$ cat src/rtl/sfcd_pkg.sv
// ----------------------------------------------------------------------------
// sfcd_pkg
// Shared types and constants for the stereo filtered clip distortion block.
// ----------------------------------------------------------------------------
package sfcd_pkg;

    localparam int PIXEL_BITS_DEF = 12;

    typedef struct packed {
        logic signed [15:0] left_in;
        logic signed [15:0] right_in;
    } t_in_item;

    typedef struct packed {
        logic signed [31:0] left_out;
        logic signed [31:0] right_out;
    } t_out_item;

    localparam logic [2:0] REG_HP_COEF  = 3'd0;
    localparam logic [2:0] REG_LP_COEF  = 3'd1;
    localparam logic [2:0] REG_DRIVE    = 3'd2;
    localparam logic [2:0] REG_TOP      = 3'd3;
    localparam logic [2:0] REG_BOTTOM   = 3'd4;
    localparam logic [2:0] REG_MODES    = 3'd5;
    localparam logic [2:0] REG_DRY      = 3'd6;
    localparam logic [2:0] REG_WET      = 3'd7;

    localparam logic [2:0] MODE_LIMIT    = 3'd0;
    localparam logic [2:0] MODE_ZERO     = 3'd1;
    localparam logic [2:0] MODE_RECTIFY  = 3'd2;
    localparam logic [2:0] MODE_PIXELATE = 3'd3;
    localparam logic [2:0] MODE_SATURATE = 3'd4;
    localparam logic [2:0] MODE_WRAP     = 3'd5;

    // divider request/response between sequencer and divider
    typedef struct packed {
        logic        start;
        logic [63:0] num;
        logic [63:0] den;
    } t_div_req;

    typedef struct packed {
        logic        done;
        logic [63:0] quo;
        logic [63:0] rem;
    } t_div_rsp;

endpackage

$ cat src/rtl/sfcd_div.sv
// ----------------------------------------------------------------------------
// sfcd_div
// Unsigned 64/64 restoring divider, one quotient bit per cycle.
// ----------------------------------------------------------------------------
module sfcd_div (
    input  logic                i_clk,
    input  logic                i_rst_n,
    input  sfcd_pkg::t_div_req  i_req,
    output sfcd_pkg::t_div_rsp  o_rsp
);

    logic [63:0] r_quo;
    logic [63:0] r_rem;
    logic [63:0] r_den;
    logic [6:0]  r_cnt;
    logic        r_busy;
    logic        r_done;
    logic [64:0] n_trial;
    logic [64:0] n_diff;

    always_comb begin
        n_trial = {r_rem, r_quo[63]};
        n_diff  = n_trial - {1'b0, r_den};
    end

    always_ff @(posedge i_clk) begin
        if (!i_rst_n) begin
            r_busy <= 1'b0;
            r_done <= 1'b0;
            r_cnt  <= '0;
        end else begin
            r_done <= 1'b0;
            if (i_req.start) begin
                r_busy <= 1'b1;
                r_cnt  <= 7'd64;
                r_quo  <= i_req.num;
                r_rem  <= '0;
                r_den  <= i_req.den;
            end else if (r_busy) begin
                if (!n_diff[64]) begin
                    r_rem <= n_diff[63:0];
                    r_quo <= {r_quo[62:0], 1'b1};
                end else begin
                    r_rem <= n_trial[63:0];
                    r_quo <= {r_quo[62:0], 1'b0};
                end
                r_cnt <= r_cnt - 7'd1;
                if (r_cnt == 7'd1) begin
                    r_busy <= 1'b0;
                    r_done <= 1'b1;
                end
            end
        end
    end

    assign o_rsp.done = r_done;
    assign o_rsp.quo  = r_quo;
    assign o_rsp.rem  = r_rem;

    a_done_not_busy: assert property (@(posedge i_clk) disable iff (!i_rst_n)
        r_done |-> !r_busy) else $error("divider done while busy");
    a_start_busy: assert property (@(posedge i_clk) disable iff (!i_rst_n)
        i_req.start |=> r_busy) else $error("divider did not start");
    a_cnt_zero_idle: assert property (@(posedge i_clk) disable iff (!i_rst_n)
        (!r_busy && !i_req.start) |=> !r_busy) else $error("divider busy spurious");

endmodule

$ cat config.mk
export PLATFORM = sky130hd
export DESIGN_NAME = sfcd_div
export DESIGN_NICKNAME = d
export VERILOG_FILES = /design/src/rtl/sfcd_pkg.sv /design/src/rtl/sfcd_div.sv
export SDC_FILE = /design/constraint.sdc
export NUM_CORES = 1
export LEC_CHECK = 0
export BUFFER_PORTS_ARGS = -buffer_cell sky130_fd_sc_hd__buf_2
export CAP_MARGIN = 10
export CORE_MARGIN = 2
export CORE_UTILIZATION = 50
export CTS_CLUSTER_SIZE = 12
export DETAILED_ROUTE_END_ITERATION = 10
export GPL_TIMING_DRIVEN = 0
export PLACE_DENSITY_LB_ADDON = 0.15
export SLEW_MARGIN = 40
export SYNTH_ARGS = -nofsm -noshare
export SYNTH_HDL_FRONTEND = slang
export SYNTH_SLANG_ARGS = --single-unit
$ cat constraint.sdc
create_clock -name i_clk -period 5.15 [get_ports i_clk]
set_clock_uncertainty 0.2 [all_clocks]
set_input_delay 1.03 -clock i_clk [delete_from_list [all_inputs] [get_ports i_clk]]
set_output_delay 1.03 -clock i_clk [all_outputs]
set_load 0.05 [all_outputs]
* Yosys cells after proc, flatten, opt, wreduce, memory -nomap -nowiden *
Cells that the tools add are included.

cells by class
  add/sub/neg operators = 2
  multiply operators = 0
  div/mod/pow operators = 0
  $lt $le $gt $ge = 0
  eq/ne operators = 1
  shifts and indexed selects = 0
  muxes and demuxes = 11
  bitwise operators = 2
  reduce and logical (&&, ||, !) cells = 5

operators by type and width
  cell                                                                   count
  64-bit two-way mux                                                     4
  65-bit by 64-bit subtractor with 65-bit output                         1
  7-bit two-way mux                                                      2
  7-bit by 1-bit equality test with 1-bit output, second input constant  1
  7-bit by 1-bit subtractor with 7-bit output, second input constant     1
  1-bit two-way mux                                                      5
  2-bit AND reduction                                                    2
  3-bit OR reduction                                                     1
  1-bit NOT                                                              2
  2-bit nonzero test                                                     1
  2-bit OR reduction                                                     1

word-level totals
  register bits after elaboration = 201
  bits in latches = 0
  memory bits (writable) = 0
  bits in read-only memories = 0
  input bits = 131
  output and inout port bits = 129
  word-level logic and storage cells = 28
  memories kept = 0

* Depth between registers and ports, before layout *
Gate-level depths: netlist of run 1.

  depth in word-level cells = 4
  depth in mapped cells = 15

* Worst setup path before layout of run 1 *
Ideal clock, no wire load.

  path type = input port to flip-flop
  start point = input port i_req[128] in the netlist's numbering
  end point = register r_busy
  setup time = 0.071 ns
  arrival = 4.875 ns
  required time = 4.879 ns
  slack = 0.004 ns
  stages = 4
  path buffers = 2
  cell sequence = clkbuf_1 -> clkbuf_1 -> o21a_1 -> o41a_1

between the ends
  cells in the longest elaborated chain, start to end = 1

ends and longest elaborated chain
  element               RTL line        text
  from (decl)           sfcd_div.sv:8   input sfcd_pkg::t_div_req i_req,
  1-bit two-way mux     sfcd_div.sv:33  if (i_req.start) begin
  to (signal assigned)  sfcd_div.sv:28  r_busy <= 1'b0;
  to (signal assigned)  sfcd_div.sv:34  r_busy <= 1'b1;
  to (signal assigned)  sfcd_div.sv:49  r_busy <= 1'b0;
  to (decl)             sfcd_div.sv:16  logic r_busy;

Every way passes these cells.
A chain may end at the register's enable or synchronous reset.

* Worst setup path in the final report of run 1 *
  start point = register r_quo[63]
  end point = register r_rem[60] (data pin)

between the ends
  cells in the longest elaborated chain, start to end = 3

ends and longest elaborated chain
  element                                         RTL line        text
  from (decl)                                     sfcd_div.sv:12  logic [63:0] r_quo;
  from (signal assigned)                          sfcd_div.sv:36  r_quo <= i_req.num;
  from (signal assigned)                          sfcd_div.sv:42  r_quo <= {r_quo[62:0], 1'b1};
  from (signal assigned)                          sfcd_div.sv:45  r_quo <= {r_quo[62:0], 1'b0};
  65-bit by 64-bit subtractor with 65-bit output  sfcd_div.sv:23  n_diff = n_trial - {1'b0, r_den};
  64-bit two-way mux                              sfcd_div.sv:40  if (!n_diff[64]) begin
  64-bit two-way mux                              sfcd_div.sv:39  end else if (r_busy) begin
  to (signal assigned)                            sfcd_div.sv:41  r_rem <= n_diff[63:0];
  to (signal assigned)                            sfcd_div.sv:44  r_rem <= n_trial[63:0];
  to (decl)                                       sfcd_div.sv:13  logic [63:0] r_rem;

Every way passes these cells. The select of a mux whose other input is x is not followed.

==> results of run 1 <==
power breakdown:
part / internal (mW) / leakage [nW] / total, mW / switching, mW
clock: 0.910 / 0.361 / 1.59 / 0.677
combinational: 0.607 / 3.90 / 1.79 / 1.19
sequential: 1.97 / 1.91 / 2.06 / 0.0828
total: 3.49 / 6.17 / 5.44 / 1.95
routing by layer:
| layer | vias to the layer above | part of all wire, % | track usage (%) | wire length (um) |
|---|---|---|---|---|
| li1 | 5004 | - | - | - |
| met1 | 4791 | 43 | 34.00 | 14250 |
| met2 | 346 | 46 | 41.52 | 15310 |
| met3 | 41 | 8.5 | 6.999 | 2794 |
| met4 | 2 | 2.1 | 5.815 | 681 |
| met5 | - | 0.039 | 0 | 13 |
sequential cells by signal (all words and copies together), names as in the netlist:
name	count
r_cnt	7
r_den	64
r_rem	64
r_done	1
r_busy	1
r_quo	64
critical path, stage by stage (launching register included):
cell	delay, ns
edfxtp_1	0.43
inv_1	0.08
ha_1	0.18
fa_1	0.22
nor2b_1	0.08
o2111ai_1	0.32
nand4b_1	0.14
a21oi_1	0.44
a211oi_1	0.26
o211ai_2	0.26
nand3_2	0.13
a21oi_2	0.68
clkbuf_1	0.46
clkbuf_1	0.41
o21ai_0	0.14
a21oi_1	0.17
Yosys cell counts, types with 12 or more instances:
cell type,instances,area (sq um)
nand2_1,63,236.5
a211oi_1,13,97.59
inv_1,84,315.3
nand4_1,24,150.1
ha_1,66,825.8
xor2_1,21,183.9
nor2_1,37,138.9
o21ai_0,96,480.5
clkbuf_1,59,221.5
o21bai_1,16,120.1
or3_1,12,75.07
a21o_1,32,240.2
nand3_1,57,285.3
a21oi_1,143,715.7
xnor2_1,36,315.3
mux2_2,63,709.4
nor3_1,13,65.06
edfxtp_1,192,5766
cells by family after synthesis:
kind of cell	share of synthesized area (%)
AO/OA/AOI/OAI	18.32
AND/OR/NAND/NOR	10.99
buffers and inverters	5.168
adder cells (fa/ha/maj)	6.918
multiplexers	5.885
flip-flops	48.63
XOR/XNOR	4.084
final cells by class:
type | instances | area, sq um | share of cell area, %
buffer | 75 | 317.8 | 2.149
clock buffer | 29 | 619.3 | 4.189
clock inverter | 14 | 116.4 | 0.7870
multi-input combinational | 820 | 5662 | 38.29
inverter | 84 | 315.3 | 2.133
tap | 324 | 405.4 | 2.742
sequential | 201 | 5946 | 40.21
timing repair buffer | 263 | 1399 | 9.461
antenna | 2 | 5.005 | 0.03385
through the flow:
stage / worst slack, ns / total power, mW / hold slack, ns / cell area (sq um) / util (%)
after floorplan: 0.004141 / 3.411 / 0.2412 / 12230 / -
after global placement: -1.863 / 3.848 / 0.2553 / 13920 / 57.58
after detailed placement: 0.4687 / 3.865 / 0.2958 / 14040 / 58.09
after CTS: 0.4294 / 5.462 / 0.3044 / 14780 / 61.13
after global routing: 0.04334 / 5.723 / 0.3371 / 14780 / 61.13
final: 0.3602 / 5.439 / 0.3107 / 14790 / 61.16
placed cells by master (no fill, tap or decap), types with 21 or more instances in the layout:
cell	instances
buf_2	268
edfxtp_1	192
a21oi_1	143
o21ai_0	96
inv_1	84
ha_1	66
clkbuf_1	63
mux2_2	63
nand2_1	63
nand3_1	57
nor2_1	36
xnor2_1	36
a21o_1	32
nand4_1	24
clkbuf_16	24
xor2_1	21
worst paths after layout:
kind / from / end / slack [ns] / cells after the start
worst min-delay path: r_cnt[6]$_SDFFE_PN0N_ / r_done$_SDFF_PP0_ / 0.31 / 1
worst min register to register: r_cnt[6]$_SDFFE_PN0N_ / r_done$_SDFF_PP0_ / 0.31 / 1
worst max-delay path: r_quo[63]$_DFFE_PP_ / r_rem[60]$_SDFFCE_PP0P_ / 0.36 / 15
worst max register to register: r_quo[63]$_DFFE_PP_ / r_rem[60]$_SDFFCE_PP0P_ / 0.36 / 15
==> metrics.yaml, run 1 <==
run_status:
  outcome: "finished clean"
pwr:
  p_per_area_mw_per_mm2: 367.8
  peakVddDrop_uv: 291.4
  leakage_nw: 6.170
layout:
  fill_cells: 2085
  drive_above_1_share_pct: 26.04
  fin_cells: 1812
  layout.nets: 1667
  synthToLayoutAreaGrowth_pct: 20.94
global_route:
  grt_pass1_vias: 9892
  grt_use_total_pct: 25.40
  gr-total-overflow: 0
  grt_pass1_wl_um: 52380
  antenna_found_initial: 3
  grt_max_degree: 36
clock_network:
  path_clk_slew_ns: 0.06
  cts-resized-gates: 0
  h-tree-depth: 1
  clock-sinks: 201
  cts_inserted_buffers: 24
  cts_tree: "built"
  cts_root_buf: "clkbuf_16"
  cts_setup_buffers: 0
  ctsLongestPathBuffers: 3
  clk_latency_ns: 0.54
  cts_hold_buf: 0
drt:
  viasPerCell: 5.620
  vias: 10184
  wl_per_cell_um: 18.24
  drt_iter0_markers: 653
  drc: 0
  ant_nets: 0
  routed_wl_um: 33050
  drt-pass1-iter-count: 5
sta:
  hold_viol: 0
  drv_slew: 0
  min_period_ns: 4.790
  rsz0062_at_grt: "false"
  fin_crit_sh_pct: 93.01
  fin_tns_setup_ns: 0
  fmax_ghz: 0.2088
  report.final.setup_viol: 0
  worst_pin_slew_ns: 0.8163
  relSlewSlack_pct: 45.58
logic_synthesis:
  avgSynthCellArea_sq_um: 10.36
  postSynthCellCount: 1180
  synthesis.nets: 1378
  yosys_register_bits: 201
  synthFlopType: "edfxtp_1"
  ys_types: 70
  async_reset_ff_share_pct: 0
  synth_edf_count: 192
  yosysSeqAreaShare_pct: 48.63
  synth_area_sq_mm: 0.01223
  yosysWarnings: 0
floorplan:
  fp.dieH_um: 160.4
  pin_count: 260
  start_util_pct: 50.57
  die_area_sq_mm: 0.02572
  core_region_area_sq_mm: 0.02418
  core.rowCount: 57
  fp.dieW_um: 160.4
hold_path:
  worstHoldPathType: "flip-flop to flip-flop"
critical_path:
  critPathRequiredTime_ns: 5.32
  cp.arrival_ns: 4.96
  crit_type: "flip-flop to flip-flop"
  endpoint_kind: "flip-flop"
  critPathMaxFanout: 10
  critPathLaunchType: "flip-flop"
placement:
  io_buffers: 258
  place_congestion: 0.9061
  dp_cells: 1767
  post-dp-hpwl_um: 25250
run:
  cap_violations: 0
Power figures use the tool's default switching activity.
==> inputs of run 2 (changes only) <==
--- a/config.mk
+++ b/config.mk
@@ -8,7 +8,7 @@
 export BUFFER_PORTS_ARGS = -buffer_cell sky130_fd_sc_hd__buf_2
 export CAP_MARGIN = 10
 export CORE_MARGIN = 2
-export CORE_UTILIZATION = 50
+export CORE_UTILIZATION = 31
 export CTS_CLUSTER_SIZE = 12
 export DETAILED_ROUTE_END_ITERATION = 10
 export GPL_TIMING_DRIVEN = 0
==> run 2 against run 1 <==
Against the previous run:
- cell count up 11%
- non-clock buffer count up 1
- largest cell class unchanged
- register-to-register slack worse by 0.03 ns
- critical endpoint unchanged
- sequential share of layout area down 1.1 points
- flip-flop and latch count unchanged
- clock power up 18%
- via count up 0.21%
- wire length up 15%
- total power up 6.1%
- critical path depth unchanged
- global-route usage down 7.0 points
==> metrics.yaml, run 2 (synthesis gave the netlist of run 1 again) <==
run_status:
  outcome: "finished clean"  # unchanged
global_route:
  grt_max_degree: 35  # was 36
  grt_pass1_wl_um: 59530  # was 52,380 um
  grt_use_total_pct: 18.40  # was 25.40%
  grt_pass1_vias: 10396  # was 9,892
  antenna_found_initial: 4  # was 3
  gr-total-overflow: 0  # unchanged
critical_path:
  critPathLaunchType: "flip-flop"  # unchanged
  cp_cell_sequence: "inv_1 > ha_1 > fa_1 > nor2b_1 > o2111ai_1 > nand4b_1 > a21oi_1 > a211oi_1 > o211ai_2 > nand3_2 > a21oi_4 > clkbuf_1 > clkbuf_1 > o21ai_0 > a21oi_1"  # was inv_1 > ha_1 > fa_1 > nor2b_1 > o2111ai_1 > nand4b_1 > a21oi_1 > a211oi_1 > o211ai_2 > nand3_2 > a21oi_2 > clkbuf_1 > clkbuf_1 > o21ai_0 > a21oi_1
  cp_top_family: "compound AO/OA/AOI/OAI gates"  # unchanged
  critPathMaxStageDelay_ns: 0.50  # was 0.68 ns
  slowest_stage: "a21oi_1"  # was a21oi_2
  crit_type: "flip-flop to flip-flop"  # unchanged
  path_buf_inv: 3  # unchanged
  critPathRequiredTime_ns: 5.35  # was 5.32 ns
  cp.arrival_ns: 5.02  # was 4.96 ns
  endpoint_kind: "flip-flop"  # unchanged
  critPathMaxFanout: 10  # unchanged
layout:
  final_cell_mix: "268 x buf_2, 192 x edfxtp_1, 143 x a21oi_1, 96 x o21ai_0, 84 x inv_1"  # unchanged
  drive_above_1_share_pct: 26.47  # was 26.04%
  layout.nets: 1670  # was 1,667
  fin_cells: 2013  # was 1,812
  final_common_cell: "buf_2"  # unchanged
  synthToLayoutAreaGrowth_pct: 24.32  # was 20.94%
  reg_top3: "r_den x64, r_quo x64, r_rem x64"  # unchanged
floorplan:
  start_util_pct: 31.49  # was 50.57%
  fp.dieH_um: 202.6  # was 160.4 um
  pin_count: 260  # unchanged
  fp.dieW_um: 202.6  # was 160.4 um
  core.rowCount: 72  # was 57
  core_region_area_sq_mm: 0.03883  # was 0.02418 sq mm
  die_area_sq_mm: 0.04104  # was 0.02572 sq mm
hold_path:
  worstHoldPathType: "flip-flop to flip-flop"  # unchanged
placement:
  place_congestion: 0.8342  # was 0.9061
  dp_cells: 1962  # was 1,767
  post-dp-hpwl_um: 28800  # was 25,250 um
  io_buffers: 258  # unchanged
sta:
  fin_tns_setup_ns: 0  # unchanged
  fin_crit_sh_pct: 93.49  # was 93.01%
  rsz0062_at_grt: "false"  # unchanged
  hold_viol: 0  # unchanged
  report.final.setup_viol: 0  # unchanged
  fmax_ghz: 0.2077  # was 0.2088 GHz
  relSlewSlack_pct: 52.42  # was 45.58%
  drv_slew: 0  # unchanged
  worst_pin_slew_ns: 0.7119  # was 0.8163 ns
  min_period_ns: 4.815  # was 4.790 ns
run:
  cap_violations: 0  # unchanged
drt:
  wl_per_cell_um: 18.90  # was 18.24 um
  routed_wl_um: 38040  # was 33,050 um
  drt-pass1-iter-count: 5  # unchanged
  ant_nets: 0  # unchanged
  viasPerCell: 5.070  # was 5.620
  drt_iter0_markers: 602  # was 653
  vias: 10205  # was 10,184
  drc: 0  # unchanged
pwr:
  peakVddDrop_uv: 263.2  # was 291.4 uV
  leakage_nw: 6.250  # was 6.170 nW
  p_per_area_mw_per_mm2: 379.8  # was 367.8 mW/mm^2
clock_network:
  h-tree-depth: 1  # unchanged
  cts_setup_buffers: 0  # unchanged
  cts-resized-gates: 0  # unchanged
  cts_root_buf: "clkbuf_16"  # unchanged
  cts_hold_buf: 0  # unchanged
  clk_latency_ns: 0.57  # was 0.54 ns
  path_clk_slew_ns: 0.06  # about the same
  cts_inserted_buffers: 26  # was 24
  clock-sinks: 201  # unchanged
  cts_tree: "built"  # unchanged
  ctsLongestPathBuffers: 3  # unchanged
run 2: cell count changes in the layout (fill, tap and decap cells not counted), sizes merged:
cell | previous run | this run
clkbuf | 88 | 97
bufinv | 1 | 3
buf | 279 | 280
inv | 85 | 84
clkinv | 12 | 7
diode | 2 | 3
run 2: routing by layer:
metal | global-route usage (%) | up-vias | wire [um]
met5 | 0 | - | 13
met4 | 3.936 | 2 | 711
met3 | 4.783 | 50 | 2773
met2 | 29.40 | 316 | 16990
met1 | 25.09 | 4843 | 17560
li1 | - | 4994 | -
run 2: worst paths after layout:
path | start | endpoint | slack [ns] | depth (start not counted)
worst max-delay path | r_quo[63]$_DFFE_PP_ | r_rem[60]$_SDFFCE_PP0P_ | 0.34 | 15
worst min-delay path | r_cnt[6]$_SDFFE_PN0N_ | r_done$_SDFF_PP0_ | 0.28 | 1
worst max register to register | r_quo[63]$_DFFE_PP_ | r_rem[60]$_SDFFCE_PP0P_ | 0.34 | 15
worst min register to register | r_cnt[6]$_SDFFE_PN0N_ | r_done$_SDFF_PP0_ | 0.28 | 1
run 2: cell type report:
class | count | area [sq um]
diodes | 3 | 7.507
flip-flops and latches | 201 | 5946
multi-input cells | 820 | 5669
clock buffers | 38 | 725.7
repair buffers | 264 | 1419
fillers | 3986 | 23630
inverters | 84 | 315.3
plain buffers | 75 | 319.1
well taps | 518 | 648.1
clock inverters | 10 | 148.9
run 2: worst register-to-register path, delay by kind of cell (launching register included):
family / cells / cell delay, ns
AO/OA/AOI/OAI: 7 / 2.21
adder cells (fa/ha/maj): 2 / 0.40
buffers and inverters: 3 / 1.03
flip-flops: 1 / 0.44
AND/OR/NAND/NOR: 3 / 0.38
run 2: report_power, final:
part / internal [mW] / total (mW) / leakage (nW) / switching [mW]
clock: 1.13 / 1.88 / 0.428 / 0.749
combinational: 0.611 / 1.84 / 3.91 / 1.22
sequential: 1.97 / 2.06 / 1.91 / 0.0841
total: 3.72 / 5.77 / 6.25 / 2.06
run 2: per-stage QoR:
stage	util, %	power, mW	setup WS, ns	hold WS (ns)	cell area [sq um]
floorplan	-	3.411	0.004141	0.2412	12230
global placement	36.48	3.914	-2.382	0.2618	14160
detailed placement	36.87	3.923	0.4227	0.2736	14320
CTS	39.12	5.844	0.4072	0.2813	15190
global route	39.13	6.102	0.001446	0.3266	15190
finish	39.14	5.773	0.3351	0.2772	15200
